### src/design/lsr_pkg.sv
// Package for the linear stereo resampler.
// Holds the fixed-point constants, the sequencer states and the structs that pass between the
// sequencer, the shared multiply unit and the top level. It has no dependencies.
package lsr_pkg;

  localparam int FRAC_BITS = 16;
  localparam int SMP_W     = 16;
  localparam int STEP_W    = 21;
  localparam int POS_W     = 22;
  localparam int ONE       = 1 << FRAC_BITS;
  localparam int MIN_STEP  = 1 << (FRAC_BITS - 5);
  localparam int MAX_RES   = 64;
  localparam int CNT_W     = $clog2(MAX_RES + 1);
  localparam int FRAC_W    = FRAC_BITS + 1;
  localparam int P_W       = ((POS_W > FRAC_BITS + 1) ? POS_W : FRAC_BITS + 1) + 2;
  localparam int CMP_W     = P_W + 2;
  localparam int PROD_W    = SMP_W + 1 + FRAC_W + 1;

  typedef enum logic [2:0] {
    S_IDLE,
    S_EVAL,
    S_MUL_L,
    S_MUL_R,
    S_EMIT
  } lsr_state_t;

  typedef struct packed {
    logic              en;
    logic [SMP_W-1:0]  a;
    logic [SMP_W-1:0]  b;
    logic [FRAC_W-1:0] frac;
  } mac_req_t;

  typedef struct packed {
    logic             load;
    logic [SMP_W-1:0] left;
    logic [SMP_W-1:0] right;
    logic             run_end;
    logic             stream_done;
  } out_item_t;

endpackage

### src/design/lsr_mac.sv
// Shared multiply unit: one registered (b - a) * frac product per request, finished into
// a + (b - a) * frac / ONE truncated toward zero and clamped to 16 bits.
// Depends on lsr_pkg.
module lsr_mac
  import lsr_pkg::*;
(
  input  logic                    clk,
  input  mac_req_t                req,
  output logic signed [SMP_W-1:0] res
);

  localparam int ACC_W = PROD_W + 1;
  localparam int QW    = ACC_W - FRAC_BITS;

  logic signed [SMP_W:0]    diff;
  logic signed [FRAC_W:0]   frac_s;
  logic signed [PROD_W-1:0] prod_nxt;
  logic signed [PROD_W-1:0] prod_r;
  logic signed [SMP_W-1:0]  base_r;

  function automatic logic signed [SMP_W-1:0] lerp_fin(
    input logic signed [SMP_W-1:0]  a,
    input logic signed [PROD_W-1:0] prod
  );
    logic signed [ACC_W-1:0] a_x;
    logic signed [ACC_W-1:0] v;
    logic signed [QW-1:0]    q;
    logic signed [QW-1:0]    q_max;
    logic signed [QW-1:0]    q_min;
    logic                    rnd;
    a_x   = ACC_W'(a);
    v     = (a_x <<< FRAC_BITS) + ACC_W'(prod);
    rnd   = v[ACC_W-1] && (|v[FRAC_BITS-1:0]);
    q     = v[ACC_W-1:FRAC_BITS] + QW'(rnd);
    q_max = QW'(32767);
    q_min = QW'(-32768);
    if (q > q_max) begin
      q = q_max;
    end else if (q < q_min) begin
      q = q_min;
    end
    return q[SMP_W-1:0];
  endfunction

  always_comb begin
    diff     = $signed({req.b[SMP_W-1], req.b}) - $signed({req.a[SMP_W-1], req.a});
    frac_s   = $signed({1'b0, req.frac});
    prod_nxt = diff * frac_s;
  end

  always_ff @(posedge clk) begin
    if (req.en) begin
      prod_r <= prod_nxt;
      base_r <= $signed(req.a);
    end
  end

  assign res = lerp_fin(base_r, prod_r);

endmodule

### src/design/lsr_ctrl.sv
// Sequencer: holds the previous frame and output position, walks the output positions of
// one source frame and drives the shared multiply unit left then right for each result.
// Depends on lsr_pkg.
module lsr_ctrl
  import lsr_pkg::*;
(
  input  logic                    clk,
  input  logic                    rst_n,
  input  logic                    in_valid,
  output logic                    in_stall,
  input  logic [SMP_W-1:0]        in_left,
  input  logic [SMP_W-1:0]        in_right,
  input  logic                    in_final,
  input  logic [STEP_W-1:0]       step,
  input  logic                    slot_free,
  input  logic signed [SMP_W-1:0] mac_res,
  output mac_req_t                req,
  output out_item_t               emit
);

  lsr_state_t        state_r, state_nxt;
  logic [SMP_W-1:0]  held_l_r, held_l_nxt;
  logic [SMP_W-1:0]  held_r_r, held_r_nxt;
  logic              have_held_r, have_held_nxt;
  logic [POS_W-1:0]  pos_r, pos_nxt;
  logic [SMP_W-1:0]  new_l_r, new_l_nxt;
  logic [SMP_W-1:0]  new_r_r, new_r_nxt;
  logic              fin_r, fin_nxt;
  logic [STEP_W-1:0] stp_r, stp_nxt;
  logic [P_W-1:0]    p_r, p_nxt;
  logic [CNT_W-1:0]  n_r, n_nxt;
  logic [SMP_W-1:0]  left_res_r, left_res_nxt;
  logic [STEP_W-1:0] step_cl;
  logic [P_W-1:0]    p_adv;
  logic [CNT_W-1:0]  n_adv;
  logic [P_W-1:0]    p_fin;
  logic [FRAC_W-1:0] frac;
  logic              more;
  logic              do_finish;

  function automatic logic emit_ok(
    input logic [P_W-1:0]    p,
    input logic [CNT_W-1:0]  n,
    input logic              fin,
    input logic [STEP_W-1:0] s
  );
    logic pos_ok;
    if (fin) begin
      pos_ok = (CMP_W'({p, 1'b0}) + CMP_W'(s)) <= CMP_W'(4 * ONE);
    end else begin
      pos_ok = p < P_W'(ONE);
    end
    return (n < CNT_W'(MAX_RES)) && pos_ok;
  endfunction

  always_ff @(posedge clk) begin
    if (!rst_n) begin
      state_r     <= S_IDLE;
      have_held_r <= 1'b0;
      pos_r       <= '0;
      held_l_r    <= '0;
      held_r_r    <= '0;
    end else begin
      state_r     <= state_nxt;
      have_held_r <= have_held_nxt;
      pos_r       <= pos_nxt;
      held_l_r    <= held_l_nxt;
      held_r_r    <= held_r_nxt;
    end
  end

  always_ff @(posedge clk) begin
    new_l_r    <= new_l_nxt;
    new_r_r    <= new_r_nxt;
    fin_r      <= fin_nxt;
    stp_r      <= stp_nxt;
    p_r        <= p_nxt;
    n_r        <= n_nxt;
    left_res_r <= left_res_nxt;
  end

  assign in_stall = (state_r != S_IDLE) || !rst_n;
  assign step_cl  = (step < STEP_W'(MIN_STEP)) ? STEP_W'(MIN_STEP) : step;
  assign p_adv    = p_r + P_W'(stp_r);
  assign n_adv    = n_r + CNT_W'(1);
  assign more     = emit_ok(p_adv, n_adv, fin_r, stp_r);
  assign frac     = (p_r >= P_W'(ONE)) ? FRAC_W'(ONE) : FRAC_W'(p_r[FRAC_BITS-1:0]);

  always_comb begin
    state_nxt     = state_r;
    new_l_nxt     = new_l_r;
    new_r_nxt     = new_r_r;
    fin_nxt       = fin_r;
    stp_nxt       = stp_r;
    p_nxt         = p_r;
    n_nxt         = n_r;
    left_res_nxt  = left_res_r;
    held_l_nxt    = held_l_r;
    held_r_nxt    = held_r_r;
    have_held_nxt = have_held_r;
    pos_nxt       = pos_r;
    do_finish     = 1'b0;
    p_fin         = p_r;
    req           = '0;
    emit          = '0;

    unique case (state_r)
      S_IDLE: begin
        if (in_valid) begin
          new_l_nxt = in_left;
          new_r_nxt = in_right;
          fin_nxt   = in_final;
          stp_nxt   = step_cl;
          p_nxt     = have_held_r ? P_W'(pos_r) : P_W'(pos_r) + P_W'(ONE);
          n_nxt     = '0;
          state_nxt = S_EVAL;
        end
      end
      S_EVAL: begin
        if (emit_ok(p_r, n_r, fin_r, stp_r)) begin
          state_nxt = S_MUL_L;
        end else begin
          do_finish = 1'b1;
          state_nxt = S_IDLE;
        end
      end
      S_MUL_L: begin
        req.en    = 1'b1;
        req.a     = held_l_r;
        req.b     = new_l_r;
        req.frac  = frac;
        state_nxt = S_MUL_R;
      end
      S_MUL_R: begin
        req.en       = 1'b1;
        req.a        = held_r_r;
        req.b        = new_r_r;
        req.frac     = frac;
        left_res_nxt = mac_res;
        state_nxt    = S_EMIT;
      end
      S_EMIT: begin
        if (slot_free) begin
          emit.load        = 1'b1;
          emit.left        = left_res_r;
          emit.right       = mac_res;
          emit.run_end     = !more;
          emit.stream_done = fin_r && !more;
          p_nxt            = p_adv;
          n_nxt            = n_adv;
          p_fin            = p_adv;
          if (more) begin
            state_nxt = S_MUL_L;
          end else begin
            do_finish = 1'b1;
            state_nxt = S_IDLE;
          end
        end
      end
      default: begin
        state_nxt = S_IDLE;
      end
    endcase

    if (do_finish) begin
      if (fin_r) begin
        held_l_nxt    = '0;
        held_r_nxt    = '0;
        have_held_nxt = 1'b0;
        pos_nxt       = '0;
      end else begin
        held_l_nxt    = new_l_r;
        held_r_nxt    = new_r_r;
        have_held_nxt = 1'b1;
        pos_nxt       = (p_fin >= P_W'(ONE)) ? POS_W'(p_fin - P_W'(ONE)) : '0;
      end
    end
  end

  a_count_bound: assert property (@(posedge clk) disable iff (!rst_n)
    (state_r != S_IDLE) |-> (n_r <= CNT_W'(MAX_RES)))
    else $error("result count past limit");

  a_accept_eval: assert property (@(posedge clk) disable iff (!rst_n)
    (state_r == S_IDLE && in_valid) |=> (state_r == S_EVAL))
    else $error("accepted frame not evaluated");

  a_done_clears: assert property (@(posedge clk) disable iff (!rst_n)
    (emit.load && emit.stream_done) |=> (!have_held_r && pos_r == '0 && state_r == S_IDLE))
    else $error("state not cleared after stream end");

  a_empty_pos: assert property (@(posedge clk) disable iff (!rst_n)
    !have_held_r |-> (pos_r == '0))
    else $error("position set with no held frame");

endmodule

### src/design/linear_stereo_resampler_core.sv
// Linear stereo resampler, top level: phase step register, sequencer, shared multiply unit
// and the output register. Depends on lsr_pkg, lsr_ctrl and lsr_mac.
//
// Usage: one stereo source frame is transferred on in_* (valid/stall); the block emits
// zero to 64 interpolated frames on out_* (valid/stall), with out_run_end on the last frame
// caused by that source frame and out_stream_done on the last frame of the stream.
// cfg_phase_step (source rate / target rate, Q5.16) is written over cfg_valid/cfg_ready;
// the block leaves it to the user to write it only while the block is idle.
// Values below 1/32 act as 1/32. Per source frame the sequencer takes an evaluation step,
// then per result a left and a right pass through the single shared multiplier and a step
// to load the output register, then returns to idle, where in_stall drops. in_stall stays
// high throughout the frame.
// A stalled receiver holds the output register and pauses the sequencer in its load step.
// Reset (synchronous, active low) clears the held frame, position and output valid and
// sets the phase step to 1.0; at that step frames pass through delayed by one frame.
module linear_stereo_resampler_core
  import lsr_pkg::*;
(
  input  logic              clk,
  input  logic              rst_n,
  input  logic              in_valid,
  output logic              in_stall,
  input  logic [SMP_W-1:0]  in_left_in,
  input  logic [SMP_W-1:0]  in_right_in,
  input  logic              in_final_frame,
  output logic              out_valid,
  input  logic              out_stall,
  output logic [SMP_W-1:0]  out_left_out,
  output logic [SMP_W-1:0]  out_right_out,
  output logic              out_run_end,
  output logic              out_stream_done,
  input  logic              cfg_valid,
  output logic              cfg_ready,
  input  logic [STEP_W-1:0] cfg_phase_step
);

  logic [STEP_W-1:0]       step_r;
  logic                    out_valid_r;
  logic [SMP_W-1:0]        out_left_r;
  logic [SMP_W-1:0]        out_right_r;
  logic                    out_run_end_r;
  logic                    out_done_r;
  logic                    slot_free;
  logic signed [SMP_W-1:0] mac_res;
  mac_req_t                req;
  out_item_t               emit;

  assign cfg_ready = 1'b1;
  assign slot_free = !out_valid_r || !out_stall;

  always_ff @(posedge clk) begin
    if (!rst_n) begin
      step_r <= STEP_W'(ONE);
    end else if (cfg_valid && cfg_ready) begin
      step_r <= cfg_phase_step;
    end
  end

  always_ff @(posedge clk) begin
    if (!rst_n) begin
      out_valid_r <= 1'b0;
    end else if (emit.load) begin
      out_valid_r <= 1'b1;
    end else if (!out_stall) begin
      out_valid_r <= 1'b0;
    end
  end

  always_ff @(posedge clk) begin
    if (emit.load) begin
      out_left_r    <= emit.left;
      out_right_r   <= emit.right;
      out_run_end_r <= emit.run_end;
      out_done_r    <= emit.stream_done;
    end
  end

  lsr_ctrl u_ctrl (
    .clk       (clk),
    .rst_n     (rst_n),
    .in_valid  (in_valid),
    .in_stall  (in_stall),
    .in_left   (in_left_in),
    .in_right  (in_right_in),
    .in_final  (in_final_frame),
    .step      (step_r),
    .slot_free (slot_free),
    .mac_res   (mac_res),
    .req       (req),
    .emit      (emit)
  );

  lsr_mac u_mac (
    .clk (clk),
    .req (req),
    .res (mac_res)
  );

  assign out_valid       = out_valid_r;
  assign out_left_out    = out_left_r;
  assign out_right_out   = out_right_r;
  assign out_run_end     = out_run_end_r;
  assign out_stream_done = out_done_r;

  a_no_overwrite: assert property (@(posedge clk) disable iff (!rst_n)
    emit.load |-> slot_free)
    else $error("output register overwritten while stalled");

  a_done_is_end: assert property (@(posedge clk) disable iff (!rst_n)
    (out_valid_r && out_done_r) |-> out_run_end_r)
    else $error("stream end without run end");

endmodule
### config.mk
export PLATFORM = sky130hd
export DESIGN_NAME = linear_stereo_resampler_core
export DESIGN_NICKNAME = d
export VERILOG_FILES = /design/src/design/lsr_pkg.sv /design/src/design/lsr_mac.sv /design/src/design/lsr_ctrl.sv /design/src/design/linear_stereo_resampler_core.sv
export SDC_FILE = /design/constraint.sdc
export NUM_CORES = 1
export LEC_CHECK = 0
export ABC_CLOCK_PERIOD_IN_PS = 34600
export BUFFER_PORTS_ARGS = -buffer_cell sky130_fd_sc_hd__clkbuf_2
export CAP_MARGIN = 20
export CORE_ASPECT_RATIO = 1.25
export CORE_UTILIZATION = 55
export CTS_BUF_LIST = sky130_fd_sc_hd__clkbuf_4
export DETAILED_ROUTE_END_ITERATION = 12
export GPL_TIMING_DRIVEN = 1
export PLACE_DENSITY = 0.73
export SKIP_LAST_GASP = 1
export SYNTH_ARGS = -nofsm -noshare
export SYNTH_HDL_FRONTEND = slang
export SYNTH_SLANG_ARGS = --single-unit
export TNS_END_PERCENT = 10
### constraint.sdc
create_clock -name clk -period 34.6 [get_ports clk]
set_input_delay 6.92 -clock clk [delete_from_list [all_inputs] [get_ports clk]]
set_output_delay 6.92 -clock clk [all_outputs]
set_load 0.005 [all_outputs]
# Word level (Yosys, flattened, before mapping)
# Index checks and enable logic that the tools add are counted.
[totals]
ff_bits = 266
elab_cells = 100
out_inout_bits = 37
[op_classes]
mul = 1
n_mux = 33
eq_ne = 7
add_sub_neg = 9
reduce_logical = 19
order_cmp = 11
[op_table]
columns = ["operator", "count"]
rows = [
  ["50-bit one-hot mux with 2 select lines", 1],
  ["24-bit 2-to-1 mux", 4],
  ["35-bit 2-to-1 mux", 2],
  ["16-bit 2-to-1 mux", 4],
  ["25-bit by 21-bit adder with 26-bit output", 2],
  ["26-bit by 19-bit less-or-equal comparator with 1-bit output, second input constant", 2],
  ["24-bit by 17-bit >= comparator with 1-bit output, second input constant", 2],
  ["24-bit by 17-bit less-than comparator with 1-bit output, second input constant", 2],
  ["24-bit one-hot mux with 2 select lines", 1],
  ["22-bit 2-to-1 mux", 2],
  ["32-bit by 35-bit adder with 36-bit output", 1],
  ["17-bit by 18-bit multiplier with 35-bit output", 1],
  ["24-bit by 21-bit adder with 24-bit output", 1],
  ["22-bit by 17-bit adder with 23-bit output, second input constant", 1],
  ["22-bit by 17-bit subtractor with 22-bit output, second input constant", 1],
  ["21-bit by 12-bit less-than comparator with 1-bit output, second input constant", 1],
  ["20-bit by 1-bit adder with 20-bit output", 1],
  ["20-bit by 16-bit greater-than comparator with 1-bit output, second input constant", 1],
  ["20-bit by 16-bit less-than comparator with 1-bit output, second input constant", 1],
  ["17-bit 2-to-1 mux", 1],
  ["16-bit by 16-bit subtractor with 17-bit output", 1],
  ["16-bit OR reduction", 1],
  ["3-bit one-hot mux with 5 select lines", 1],
  ["7-bit less-than comparator, second input constant", 2],
  ["other kinds (20)", 43],
]

# Depth between registers and ports, before layout
# Gate-level depths: netlist (run 1).
[depth]
depth_word = 10
mapped_depth = 43

# Modules after synthesis
# A second synthesis (run 1) with hierarchy kept.
[unflattened]
hier_cells = 2822
hier_area_um2 = 26579.2
[modules_own_cells]
columns = ["module", "n_inst", "cells_per_inst", "seq_area_each_um2", "area_each_um2"]
rows = [
  ["lsr_mac", 1, 1519, 1531.5, 13714.4],
  ["lsr_ctrl", 1, 1195, 4194.0, 10979.3],
  ["linear_stereo_resampler_core", 1, 108, 1461.4, 1885.6],
]

# Worst setup path after synthesis (run 1)
# OpenSTA, ideal clock, no wires.
[synth_timing]
path_kind = "input to output"
start = "input port rst_n"
end = "output port in_stall"
required_time_ps = 27680
arrival_time_ps = 7526
path_slack_ps = 20154
path_buffers = 2
stages = 3
path_cell_list = "clkbuf_1 -> clkbuf_1 -> nand3b_1"
[synth_via]
elab_chain_cells = 2
[synth_lines]
columns = ["element", "line_no", "source"]
rows = [
  ["from (decl)", "linear_stereo_resampler_core.sv:20", "input logic rst_n,"],
  ["1-bit zero test", "lsr_ctrl.sv:82", "assign in_stall = (state_r != S_IDLE) || !rst_n;"],
  ["1-bit logical OR", "lsr_ctrl.sv:82", ""],
  ["to (decl)", "linear_stereo_resampler_core.sv:22", "output logic in_stall,"],
]
# No other way between the ends.

# Worst setup path in the final report (run 1)
# Ends and elaborated chain as after synthesis.

==> flow_summary.json, run 1 <==
{
  "seqPwrFrac_pct": 45.9,
  "fp.dieW_um": 196,
  "io_buffers": 94,
  "synth_edf_count": 186,
  "syn-num-nets": 3255,
  "clk_latency_ns": 0.82,
  "r2r_start": "u_ctrl.state_r[1]",
  "hold_viol_final": 0,
  "clock.fmax_ghz": 0.0667,
  "cap_violations": 0,
  "ys_ff_latch": 266,
  "irDropWorstVdd_mv": 0.0191,
  "drv_slew": 0,
  "cp_data_required_time_ns": 27.68,
  "start_util_pct": 55.8,
  "grt_setup_unrepaired": "no",
  "layout-drive-gt1-share_pct": 10.1,
  "start_kind": "input pin",
  "fin_worst_skew_ns": 0.108,
  "routedWlPerCell_um": 19.8,
  "antenna_left": 0,
  "outcome": "completed",
  "synth_area_per_cell_um2": 9.42,
  "use_met2_pct": 50.8,
  "dpl.cell_count": 3328,
  "antenna_found_initial": 2,
  "seq_area_frac_synth_pct": 27.9,
  "stdcell_count": 3456,
  "power.density_nw_per_um2": 28.4,
  "worstSetupPathType": "in -> out",
  "overflow": 0,
  "pin_count": 96,
  "worstHoldPathType": "reg -> reg",
  "postCtsSetupRepairBufs": 0,
  "rr_worst_depth": 39,
  "vias_per_cell": 5.93,
  "clockBufferDepth": 3,
  "synth.top_cell.area_share_pct": 21.7,
  "die_y_um": 244,
  "grt_pass1_vias": 20700,
  "drcViolationCount": 0,
  "clkTransAtPathRegs_ns": 0.05,
  "arrival_ns": 8.08,
  "combPwrFrac_pct": 18.3,
  "gp_congestion": 0.971,
  "clkPwrFrac_pct": 35.9,
  "synth_top_area_cell": "edfxtp_1",
  "netlist_area_um2": 25800,
  "synthCells": 2737,
  "firstDrtPassIters": 6,
  "synth_warnings": 0,
  "cts_tree": "yes",
  "p_sw_share_pct": 29.7,
  "grt_busiest_layer": "met2",
  "dpl.hpwl_um": 53100,
  "area_delta_synth_final_pct": 7.32,
  "rows": 88,
  "fp.coreArea_um2": 46200,
  "clock-sinks": 266,
  "grt_max_degree": 83,
  "ctsHoldBuffers": 0,
  "grt_pass1_wl_um": 108000,
  "setup_tns_ns": 0,
  "grt_use_met3_pct": 4.37,
  "min_to": "u_ctrl.pos_r[13]",
  "p_sw_w": 0.000233,
  "end_kind": "output pin",
  "setup_viol": 0,
  "nets": 3333,
  "final.min_clock_period_ns": 15.00,
  "via_count": 20500,
  "dieArea_um2": 47800,
  "synth.area.top_cells": "edfxtp_1, fa_1, ha_1, dfxtp_1, inv_1",
  "met1_usage_pct": 34.2,
  "min_path_cells": 2,
  "drt_wl_total_um": 68300,
  "crit_fanout": 82,
  "leakagePower_nw": 12.9,
  "synthFlopType": "edfxtp_1",
  "grt_use_total_pct": 29.1,
  "min_from": "u_ctrl.pos_r[13]",
  "p_int_w": 0.000552,
  "drtIter0Drc": 1351,
  "cts_buffers": 69,
  "synthArstFlopShare_pct": 0,
  "tightest_slew_ns": 1.06,
  "ys_types": 97,
  "max_slew_margin_pct": 29.0,
  "min_period_over_period_pct": 43.3,
  "cts_resized": 0,
  "cts_htree_levels": 3,
  "reg2reg_slack_ns": 22.83,
  "reg2reg_to": "u_mac.prod_r[34]",
  "cts_root_buffer": "clkbuf_4"
}
## cell families (layout without fill, tap and decap cells)
group | Yosys count | in the layout | synth area share (%)
and+or+nand+nor | 862 | 862 | 15.8
AOI/OAI and AO/OA | 477 | 477 | 13.0
buffers and inverters | 472 | 605 | 7.13
adders and majority gates | 459 | 459 | 28.9
DFF | 266 | 266 | 27.9
xor gates and xnor gates | 119 | 119 | 4.07
muxes | 81 | 81 | 3.16
other | 1 | 2 | 0.0145
## cells in the mapped netlist, types with 66 or more instances
cell type / n
a21oi_1: 89
and2_1: 67
clkbuf_1: 95
dfxtp_1: 80
edfxtp_1: 186
fa_1: 229
ha_1: 230
inv_1: 355
mux2i_1: 77
nand2_1: 317
nor2_1: 208
o21ai_0: 98
xnor2_1: 66
## per-stage QoR
stage	hold slack, ns	cell area (µm²)	utilization (%)	setup slack [ns]	total power (W)
global route	0.477	27700	59.9	19.55	0.000823
CTS	0.465	27700	59.8	19.62	0.000791
global placement	0.445	26700	57.8	19.69	0.000503
detailed placement	0.452	26700	57.8	19.63	0.000507
floorplan	0.438	25800	-	20.15	0.000467
finish	0.465	27700	59.9	19.60	0.000785
## cells in the final DEF, fill, tap and decap left out, types with 11 or more instances in the layout
master | Yosys | final
inv_1 | 355 | 354
nand2_1 | 317 | 316
ha_1 | 230 | 230
fa_1 | 229 | 229
nor2_1 | 208 | 206
edfxtp_1 | 186 | 186
clkbuf_4 | 0 | 104
o21ai_0 | 98 | 98
clkbuf_2 | 0 | 94
a21oi_1 | 89 | 89
dfxtp_1 | 80 | 80
mux2i_1 | 77 | 77
and2_1 | 67 | 66
xnor2_1 | 66 | 66
xor2_1 | 52 | 51
nor3_1 | 40 | 40
nor2b_1 | 41 | 40
nand3_1 | 37 | 37
nand2b_1 | 34 | 34
and3_1 | 33 | 33
a32o_1 | 33 | 33
o21a_1 | 28 | 27
buf_4 | 1 | 26
a21o_1 | 25 | 25
a22oi_1 | 20 | 20
nor4_1 | 19 | 19
a22o_1 | 18 | 18
a211oi_1 | 17 | 17
nand4_1 | 14 | 14
o31ai_1 | 12 | 12
o211ai_1 | 12 | 12
a31oi_1 | 11 | 11
## registers in the layout, indices dropped and copies added (netlist names), 21 cells and up
signal and cells:
step_r 21, u_ctrl.stp_r 21, u_ctrl.pos_r 22, u_ctrl.p_r 24
u_mac.prod_r 35
## worst max-delay path, cell delays in order
cell      delay, ns
clkbuf_2       0.09
buf_4          0.68
nand3b_1       0.18
clkbuf_2       0.16
## metal layers
| layer | wire length, µm | vias up |
|---|---|---|
| met4 | 3650 | 0 |
| met2 | 34000 | 749 |
| met3 | 3920 | 195 |
| met1 | 26700 | 10000 |
| met5 | 0 | - |
| li1 | - | 9519 |
## power groups by stage
stage          combinational, W  clock [W]  sequential, W
6_report               0.000143   0.000281       0.000360
5_1_grt                0.000157   0.000306       0.000361
4_1_cts                0.000141   0.000290       0.000360
3_5_place_dp           0.000140          0       0.000367
3_3_place_gp           0.000136          0       0.000367
2_1_floorplan          0.000106          0       0.000361
## worst max-delay path by stage
stage / from / endpoint / cells past startpoint / slack (ns)
floorplan: rst_n / in_stall / 3 / 20.15
CTS: rst_n / in_stall / 4 / 19.62
finish: rst_n / in_stall / 4 / 19.60
detailed placement: rst_n / in_stall / 4 / 19.63
global placement: rst_n / in_stall / 4 / 19.69
global route: rst_n / in_stall / 4 / 19.55
## cell type report
class	count	area, µm²
Fill cell	3944	18600
Multi-Input combinational cell	1999	16800
Sequential cell	266	7190
Inverter	358	1340
Clock buffer	104	781
Tap cell	585	732
Timing Repair Buffer	121	693
Clock inverter	22	144
Antenna cell	1	2.50
Power figures use the tool's default switching activity.
==> run 2: changes to the inputs <==
Settings changed: ABC_AREA from default to 1, ABC_CLOCK_PERIOD_IN_PS 34600 to 13700, PLACE_DENSITY 0.73 to 0.76.
Clock period 34.6 ns to 13.7 ns, I/O delays scaled along.
==> run 2 against run 1 <==
  * Via count increased by 14%
  * Synthesized cell count increased by 28%
  * Utilization about the same
  * Cell area increased by 4.7%
  * Clock skew decreased by 0.056 ns
  * Routed wire length increased by 9.0%
  * Non-clock buffer count unchanged
  * Sequential share of layout area decreased by 1.2 points
  * Worst hold slack got worse by 0.019 ns
  * Global-route usage increased by 0.71 points
  * Cell count increased by 24%
  * Critical path type is now reg -> reg
==> flow_summary.json, run 2 <==
{
  "final_cell_mix": "nand2_1, inv_1, nor2_1, ha_1, fa_1",
  "grt_busiest_layer": "met2",
  "crit_top_cell": "inv_1",
  "pin_count": 96,
  "synth.area.top_cells": "edfxtp_1, fa_1, ha_1, nand2_1, inv_1",
  "synthFlopType": "edfxtp_1",
  "via_count": 23400,
  "syn-num-nets": 4021,
  "setup_viol": 0,
  "clock.fmax_ghz": 0.0967,
  "power.density_nw_per_um2": 77.0,
  "clk_latency_ns": 0.77,
  "dieArea_um2": 50100,
  "synthArstFlopShare_pct": 0,
  "worstSetupPathType": "reg -> reg",
  "io_buffers": 94,
  "leakagePower_nw": 14.3,
  "synth_top_area_cell": "edfxtp_1",
  "rows": 90,
  "grt_pass1_wl_um": 118000,
  "met1_usage_pct": 36.7,
  "firstDrtPassIters": 7,
  "setup_tns_ns": 0,
  "drtIter0Drc": 2121,
  "max_stage_delay_ns": 0.92,
  "final_util_pct": 59.9,
  "antenna_left": 0,
  "fp.dieW_um": 200,
  "gp_congestion": 0.964,
  "vias_per_cell": 5.47,
  "clockBufferDepth": 3,
  "hold_ws_ns": 0.446,
  "max_slew_margin_pct": 23.5,
  "arrival_ns": 10.85,
  "end_kind": "flop",
  "reg.largest.list": "u_mac.prod_r: 35 flops, u_ctrl.p_r: 24 flops, u_ctrl.pos_r: 22 flops",
  "synth_warnings": 0,
  "crit_path_top_delay_cell": "xor2_1",
  "clock-sinks": 266,
  "drv_slew": 0,
  "setup_slack_ns": 3.35,
  "ys_ff_latch": 266,
  "cp_data_required_time_ns": 14.21,
  "grt_use_total_pct": 29.8,
  "layout-drive-gt1-share_pct": 8.27,
  "netlist_area_um2": 27100,
  "overflow": 0,
  "nets": 4106,
  "drcViolationCount": 0,
  "outcome": "completed",
  "finalPower_w": 0.00223,
  "clkTransAtPathRegs_ns": 0.08,
  "synthCells": 3503,
  "cts_root_buffer": "clkbuf_4",
  "start_util_pct": 55.9,
  "final_common_cell": "nand2_1",
  "fin_worst_skew_ns": 0.0520,
  "tightest_slew_ns": 1.14,
  "min_period_over_period_pct": 75.5,
  "cts_htree_levels": 2,
  "worstHoldPathType": "reg -> reg",
  "routedWlPerCell_um": 17.4,
  "ys_types": 63,
  "largest_reg_flops": 35,
  "seq_area_frac_synth_pct": 26.5,
  "cts_tree": "yes",
  "synth_area_per_cell_um2": 7.73,
  "ctsHoldBuffers": 0,
  "start_kind": "flop",
  "drt_wl_total_um": 74400,
  "cap_violations": 0,
  "synthTopCellsByCount": "nand2_1, inv_1, nor2_1",
  "irDropWorstVdd_mv": 0.0447,
  "crit_fanout": 33,
  "use_met2_pct": 51.4,
  "dpl.hpwl_um": 59100,
  "area_delta_synth_final_pct": 6.99,
  "hold_viol_final": 0,
  "grt_use_met3_pct": 3.27,
  "synth_edf_count": 186,
  "grt_pass1_vias": 23000,
  "grt_max_degree": 72,
  "synthMostInstantiatedCell": "nand2_1",
  "postCtsSetupRepairBufs": 0,
  "grt_setup_unrepaired": "no",
  "final.min_clock_period_ns": 10.35,
  "antenna_found_initial": 1,
  "synth.top_cell.area_share_pct": 20.6,
  "top_register": "u_mac.prod_r",
  "fp.coreArea_um2": 48400,
  "die_y_um": 250,
  "cts_resized": 0,
  "cts_buffers": 61,
  "dp_worst_setup_slack_ns": 3.49
}
[run 2: final timing paths]
check	start	endpoint	slack, ns	cells past startpoint
setup / recovery	u_ctrl.state_r[1]	u_mac.prod_r[32]	3.35	40
hold / removal	step_r[14]	u_ctrl.stp_r[14]	0.45	0
setup reg to reg	u_ctrl.state_r[1]	u_mac.prod_r[32]	3.35	40
hold reg to reg	step_r[14]	u_ctrl.stp_r[14]	0.45	0
[run 2: worst max-delay path, delay by kind of cell (launching register included)]
family | cells | cell delay, ns
and+or+nand+nor | 10 | 1.16
xor gates and xnor gates | 2 | 0.98
AOI/OAI and AO/OA | 11 | 2.76
adders and majority gates | 8 | 3.44
buffers and inverters | 9 | 1.33
DFF | 1 | 0.42
[run 2: where the power goes]
| part | internal, W | switching [W] |
|---|---|---|
| Sequential | 0.000895 | 0.0000299 |
| Clock | 0.000338 | 0.000329 |
| Combinational | 0.000210 | 0.000431 |
| Total | 0.00144 | 0.000790 |
[run 2: metrics by stage]
step,cell area (µm²),instances
2_1_floorplan,27100,3503
3_3_place_gp,28100,4168
3_5_place_dp,28100,4169
4_1_cts,29000,4285
5_1_grt,29000,4287
6_report,29000,4287
[run 2: cell families after synthesis]
group	synth area share, %
other cells	0.0138
fa+ha+maj	27.5
buf+inv	11.2
compound gates	8.45
simple gates	22.6
xor+xnor	3.63
flops	26.5
[run 2: final cells by class]
| cell class | instances | area, µm² |
|---|---|---|
| Fill cell | 4586 | 19400 |
| Multi-Input combinational cell | 2452 | 16900 |
| Sequential cell | 266 | 7190 |
| Inverter | 686 | 2570 |
| Tap cell | 644 | 806 |
| Clock buffer | 95 | 713 |
| Timing Repair Buffer | 121 | 677 |
| Clock inverter | 21 | 131 |
| Antenna cell | 2 | 5.00 |
[run 2: metal layers]
layer | wire length, µm | up-vias
met5 | 0 | -
met2 | 36100 | 882
li1 | - | 11300
met4 | 4000 | 0
met1 | 29600 | 11100
met3 | 4780 | 227
